**config.mk**
```make
export PLATFORM = sky130hd
export DESIGN_NAME = rkc_lane
export DESIGN_NICKNAME = d
export VERILOG_FILES = /design/src/rtl/core/rgb_kernel_convolution_unit_assert.svh /design/src/rtl/core/rkc_pkg.sv /design/src/rtl/core/rkc_lane.sv
export SDC_FILE = /design/constraint.sdc
export NUM_CORES = 2
export LEC_CHECK = 0
export CORE_ASPECT_RATIO = 0.5
export CORE_MARGIN = 10
export CORE_UTILIZATION = 40
export CTS_CLUSTER_DIAMETER = 30
export DETAILED_ROUTE_END_ITERATION = 8
export DONT_BUFFER_PORTS = 1
export GPL_ROUTABILITY_DRIVEN = 0
export PLACE_DENSITY = 0.64
export RECOVER_POWER = 25
export SKIP_CTS_REPAIR_TIMING = 1
export SYNTH_ARGS = -nofsm -noshare
export SYNTH_HDL_FRONTEND = slang
export SYNTH_SLANG_ARGS = --single-unit
```
**constraint.sdc**
```tcl
create_clock -name clk -period 6.94 [get_ports clk]
set_clock_uncertainty 0.1 [all_clocks]
set_input_delay 1.388 -clock clk [delete_from_list [all_inputs] [get_ports clk]]
set_output_delay 1.388 -clock clk [all_outputs]
set_load 0.02 [all_outputs]
```
**src/rtl/core/rgb_kernel_convolution_unit_assert.svh**
```systemverilog
`ifndef RGB_KERNEL_CONVOLUTION_UNIT_ASSERT_SVH
`define RGB_KERNEL_CONVOLUTION_UNIT_ASSERT_SVH

// check that cond holds in the same cycle as trig
`define RKC_ASSERT_NOW(lbl, trig, cond) \
  lbl: assert property (@(posedge clk) disable iff (!rst_n) (trig) |-> (cond)) \
    else $error("rkc check failed");

// check that cond holds in the cycle after trig
`define RKC_ASSERT_NEXT(lbl, trig, cond) \
  lbl: assert property (@(posedge clk) disable iff (!rst_n) (trig) |=> (cond)) \
    else $error("rkc check failed");

`endif

```
**src/rtl/core/rkc_pkg.sv**
```systemverilog
`timescale 1ns / 1ps
package rkc_pkg;

  localparam int DEF_KERNEL_SIZE    = 3;
  localparam int DEF_MAX_WIDTH      = 1024;
  localparam int DEF_COEF_FRAC_BITS = 8;

  localparam int PIX_W   = 8;
  localparam int COEF_W  = 16;
  localparam int TAPS    = 9;
  localparam int DIM_W   = 11;
  localparam int ROWS_W  = 48;
  localparam int ADDR_W  = 3;
  localparam int PROD_W  = PIX_W + 1 + COEF_W;
  localparam int SUM_W   = PROD_W + 4;
  localparam logic [PIX_W-1:0] PIX_MAX = 8'd255;

  localparam logic [ADDR_W-1:0] REG_WIDTH    = 3'd0;
  localparam logic [ADDR_W-1:0] REG_HEIGHT   = 3'd1;
  localparam logic [ADDR_W-1:0] REG_COEF_TOP = 3'd2;
  localparam logic [ADDR_W-1:0] REG_COEF_MID = 3'd3;
  localparam logic [ADDR_W-1:0] REG_COEF_BOT = 3'd4;

  localparam logic [0:0] OP_PIXEL = 1'b0;
  localparam logic [0:0] OP_DRAIN = 1'b1;

  typedef logic [TAPS-1:0][PIX_W-1:0]  pix9_t;
  typedef logic [TAPS-1:0][COEF_W-1:0] coef9_t;

  typedef struct packed {
    logic prod_en;
    logic sum_en;
  } pipe_en_t;

endpackage

```
**src/rtl/core/rkc_lane.sv**
```systemverilog
`timescale 1ns / 1ps
module rkc_lane import rkc_pkg::*; #(
  parameter int COEF_FRAC_BITS = DEF_COEF_FRAC_BITS
) (
  input  logic             clk,
  input  pipe_en_t         ctl,
  input  pix9_t            pix_i,
  input  coef9_t           coef_i,
  output logic [PIX_W-1:0] res_o
);

  logic signed [PROD_W-1:0] prod_r [TAPS];
  logic signed [SUM_W-1:0]  acc;
  logic signed [SUM_W-1:0]  shifted;
  logic [PIX_W-1:0]         res_nxt;
  logic [PIX_W-1:0]         res_r;

  always_ff @(posedge clk) begin
    if (ctl.prod_en) begin
      for (int t = 0; t < TAPS; t++) begin
        prod_r[t] <= PROD_W'($signed({1'b0, pix_i[t]}) * $signed(coef_i[t]));
      end
    end
  end

  always_comb begin
    acc = '0;
    for (int t = 0; t < TAPS; t++) begin
      acc = acc + SUM_W'(prod_r[t]);
    end
    shifted = acc >>> COEF_FRAC_BITS;
    if (acc <= 0) begin
      res_nxt = '0;
    end else if (shifted > SUM_W'(PIX_MAX)) begin
      res_nxt = PIX_MAX;
    end else begin
      res_nxt = shifted[PIX_W-1:0];
    end
  end

  always_ff @(posedge clk) begin
    if (ctl.sum_en) begin
      res_r <= res_nxt;
    end
  end

  assign res_o = res_r;

endmodule

```
Yosys cells after proc, flatten, opt, wreduce, memory -nomap -nowiden

Memories as Yosys holds them, arrays and structs flattened.
Cells that the tools add are included.

Memories: 1
Memory bits (writable): 225
Bits of input ports: 219
Flip-flop bits (word level): 8
Output and inout bits: 8
Word-level logic and storage cells: 24

Memories:

| name   | words | bits a word | rd ports | clocked after Yosys merged registers in | write ports | RTL line       | RTL |
|---|---|---|---|---|---|---|---|
| prod_r | 9     | 25          | 9        | 0                                       | 9           | rkc_lane.sv:12 | `logic signed [PROD_W-1:0] prod_r [TAPS];` |

Multiplexer cells: 3
$lt $le $gt $ge: 2
Add/sub/neg operators: 8
Multipliers: 9

Operators by type and width:

| kind                                                  | number |
|---|---|
| multiplier 9 x 16 -> 25 bit                           | 9 |
| adder 29 x 25 -> 29 bit                               | 4 |
| adder 28 x 25 -> 29 bit                               | 1 |
| > comparator 29 x 8 -> 1 bit (second input constant)  | 1 |
| <= comparator 29 x 1 -> 1 bit (second input constant) | 1 |
| adder 27 x 25 -> 28 bit                               | 1 |
| adder 26 x 25 -> 27 bit                               | 1 |
| adder 25 x 25 -> 26 bit                               | 1 |
| two-way mux 8 bit                                     | 1 |
| two-way mux 1 bit                                     | 2 |

Logic depth before layout (Yosys ltp)

Depth after elaboration: 10
Depth in mapped cells: 21

Worst setup path before layout

Ideal clock, no wire load.

Path type: input to register
Start point: input pix_i[56] (netlist bit)
End point: memory prod_r[0][199] (netlist bit), data pin
Arrival: 5987 ps
Data required time: 6580 ps
Stages on the path: 19
Setup slack: 593 ps
Path buffers: 1
Path through: clkbuf_1 nand2_1 fa_1 inv_1 fa_1 inv_1 fa_1 inv_1 fa_1 ha_1 a21oi_1 nor2_1 or4_1 o221ai_1 o21ai_0 o41ai_2 o2111ai_1 a21oi_1 xnor2_1

RTL lines:

| what            | RTL line       | RTL |
|---|---|---|
| start, declared | rkc_lane.sv:7  | `input pix9_t pix_i,` |
| end, declared   | rkc_lane.sv:12 |  |

==> metrics.json <==
{
  "finish": {
    "layout-drive-gt1-share_pct": 2.08,
    "num_antenna_cells": 0,
    "commonest_non_fill_non_tap_cell_in_the_layout": "inv_1",
    "num-nets-final": 7338,
    "most_used_cells_in_the_layout_excluding_fill_and_tap_cells": "inv_1, fa_1, and2_1",
    "area_growth_synth_to_finish_pct": 6.57
  },
  "critical_path": {
    "reg2regPathDepth": 16,
    "worst-setup-path-type": "reg2reg",
    "worstSetupStartpointType": "flop",
    "r2r_start": "prod_r[0][152]",
    "critical_path_peak_fanout": 8,
    "crit_start": "prod_r[0][152]",
    "arrival_time_at_the_worst_endpoint_ns": 6.35,
    "cp_data_required_time_ns": 7.11,
    "endpoint_kind": "flop"
  },
  "drt": {
    "route.detailed.wl_per_inst_um": 16.9,
    "drt-pass1-iter-count": 6,
    "dr.first_iter.drc_count": 1931,
    "detail-route-antenna-nets": 0,
    "route.detailed.vias_per_inst": 4.85,
    "drt_wl_total_um": 124000,
    "vias": 35700,
    "drt_drc_violations_left": 0
  },
  "sta": {
    "fin_setup_tns_ns": 0,
    "timing_hold_violations_final": 0,
    "rsz_0062_raised_after_global_routing": "false",
    "finalWorstPathRequiredPeriod_ns": 6.18,
    "maxSlewViolCount": 0,
    "timing.fmax_mhz": 162,
    "layout_worst_path_cycle_share_pct": 89.0,
    "worst-slew-pin-transition_ns": 1.29,
    "setup_violations": 0,
    "worst_slew_margin_rel_pct": 13.9
  },
  "die": {
    "die_w_um": 537,
    "die-area_um2": 150000,
    "effective_utilization_at_floorplan_pct": 40.5,
    "design.core.area_um2": 132000,
    "die-height_um": 279,
    "design.portCount": 227,
    "fp-row-count": 94
  },
  "job": {
    "drv_cap": 0
  },
  "grt": {
    "global_route_wire_length_before_repair_um": 206000,
    "grt_use_total_pct": 17.0,
    "first_global_vias": 38600,
    "antenna_found_initial": 0,
    "grt_max_degree": 226,
    "grt_overflow_total": 0
  },
  "logic_synthesis": {
    "postSynthNetCount": 7369,
    "syn-mean-instance-area_um2": 9.61,
    "synth.mux.area_fraction_pct": 0,
    "synth-simple-area-share_pct": 15.3,
    "postSynthRegisterBits": 233,
    "synth-async-reset-ratio_pct": 0,
    "cell_area_after_technology_mapping_um2": 53600,
    "synth_xor_xnor_area_share_pct": 3.27,
    "count_of_different_cell_masters_after_synthesis": 74,
    "netlist_instances": 5575,
    "synthAdderAreaFrac_pct": 52.2,
    "yosys_warnings": 0,
    "compound_cell_area_share_of_the_yosys_netlist_pct": 5.38,
    "synth_top_flop_cell": "edfxtp_1",
    "number_of_enable_type_register_cells_in_the_synthesized_netlist": 233,
    "synth_seq_area_share_pct": 13.1,
    "synth_top_family_by_area": "adder cells"
  },
  "min_path": {
    "holdPathStages": 0,
    "hold_path.class": "in2reg",
    "hold_start": "ctl[0]"
  },
  "cts": {
    "clk_pin_slew_worst_paths_ns": 0.05,
    "clock-sinks": 233,
    "cts_buffer_depth": 3,
    "clock_tree.root_cell": "clkbuf_16",
    "clock_latency_ns": 0.60,
    "htree_num_levels": 2,
    "numCtsBuffers": 45,
    "tritoncts": "built"
  },
  "placed_design": {
    "dp_hpwl_um": 107000,
    "portBuffers": 0
  },
  "run_status": {
    "status": "finished clean"
  }
}
-- Yosys cell counts, types with 4 or more instances --
library cell	instances	area, um^2
edfxtp_1	233	7000
and3_1	19	119
o31ai_1	6	45.0
a21boi_0	7	52.6
nand3_1	35	175
clkbuf_1	77	289
xor2_1	37	324
nand2_1	527	1980
a311o_1	5	50.1
nor3_1	38	190
fa_1	1096	21900
nor2b_1	24	150
o21bai_1	15	113
o211ai_1	7	52.6
o31a_1	7	61.3
nor2_1	147	552
nand2b_1	13	81.3
a21o_1	39	293
inv_1	1467	5510
nor4_1	4	25.0
a2111oi_0	4	35.0
a31oi_1	21	131
or3_1	12	75.1
a211oi_1	17	128
and2_1	726	4540
a41oi_1	4	35.0
a21oi_1	138	691
o2111ai_1	5	43.8
nand4_1	9	56.3
xnor2_1	163	1430
a211o_1	6	52.6
ha_1	479	5990
nand3b_1	4	30.0
o21a_1	33	248
o21ai_0	77	385
or2_2	11	68.8
o21ai_1	7	35.0
-- path summary, 6_finish.rpt --
path	slack, ns	endpoint
setup / recovery	0.76	res_o[0]
hold / removal	0.83	res_o[6]
setup reg to reg	0.76	res_o[0]
hold reg to reg	1.55	res_o[5]
-- layout make-up --
class | count | area [um^2]
clock inverters | 39 | 465
well taps | 1776 | 2220
multi-input cells | 3794 | 40700
fillers | 12800 | 75100
repair buffers | 2 | 15.0
inverters | 1468 | 5510
clock buffers | 45 | 1130
flip-flops and latches | 233 | 7000
-- cells by family after synthesis --
group                    count (synthesis)
AO/OA/AOI/OAI                          438
buffers and inverters                 1548
flip-flops                             233
AND/OR/NAND/NOR                       1581
XOR/XNOR                               200
adder cells (fa/ha/maj)               1575
-- flip-flops by register name, summed over array words and instances, names as in the netlist --
| name | flops |
|---|---|
| res_o | 8 |
| prod_r | 225 |
-- worst max-delay path: stages (launching register included) --
cell       delay [ns]
edfxtp_1         0.40
fa_1             0.66
fa_1             0.49
fa_1             0.55
inv_1            0.05
fa_1             0.48
inv_1            0.04
ha_1             0.21
fa_1             0.44
a211oi_2         0.27
o21ai_1          0.16
a32o_2           0.32
a21o_1           0.20
or3_1            0.35
a211o_1          0.33
a2111oi_4        0.63
a31oi_1          0.18
-- per-layer routing --
layer | global-route usage (%) | routed length, um | vias to the layer above
met3 | 2.44 | 6250 | 151
met5 | 0 | 0 | -
met2 | 30.1 | 61700 | 658
li1 | - | - | 16700
met1 | 22.3 | 53700 | 18200
met4 | 3.41 | 2520 | 0
-- through the flow --
| step | worst slack (ns) | instances | util [%] | cell area (um^2) | hold WS, ns |
|---|---|---|---|---|---|
| floorplan | 0.593 | 5575 | - | 53600 | 1.25 |
| global placement | 0.570 | 7273 | 42.0 | 55500 | 1.40 |
| detailed placement | 0.513 | 7273 | 42.0 | 55500 | 1.40 |
| CTS | 0.742 | 7357 | 43.2 | 57100 | 0.806 |
| global route | 0.508 | 7357 | 43.2 | 57100 | 0.809 |
| finish | 0.761 | 7357 | 43.2 | 57100 | 0.831 |
Power is left out: the tool's default activity adds up to more than one toggle a clock period on the data nets, which glitch-free logic cannot reach.
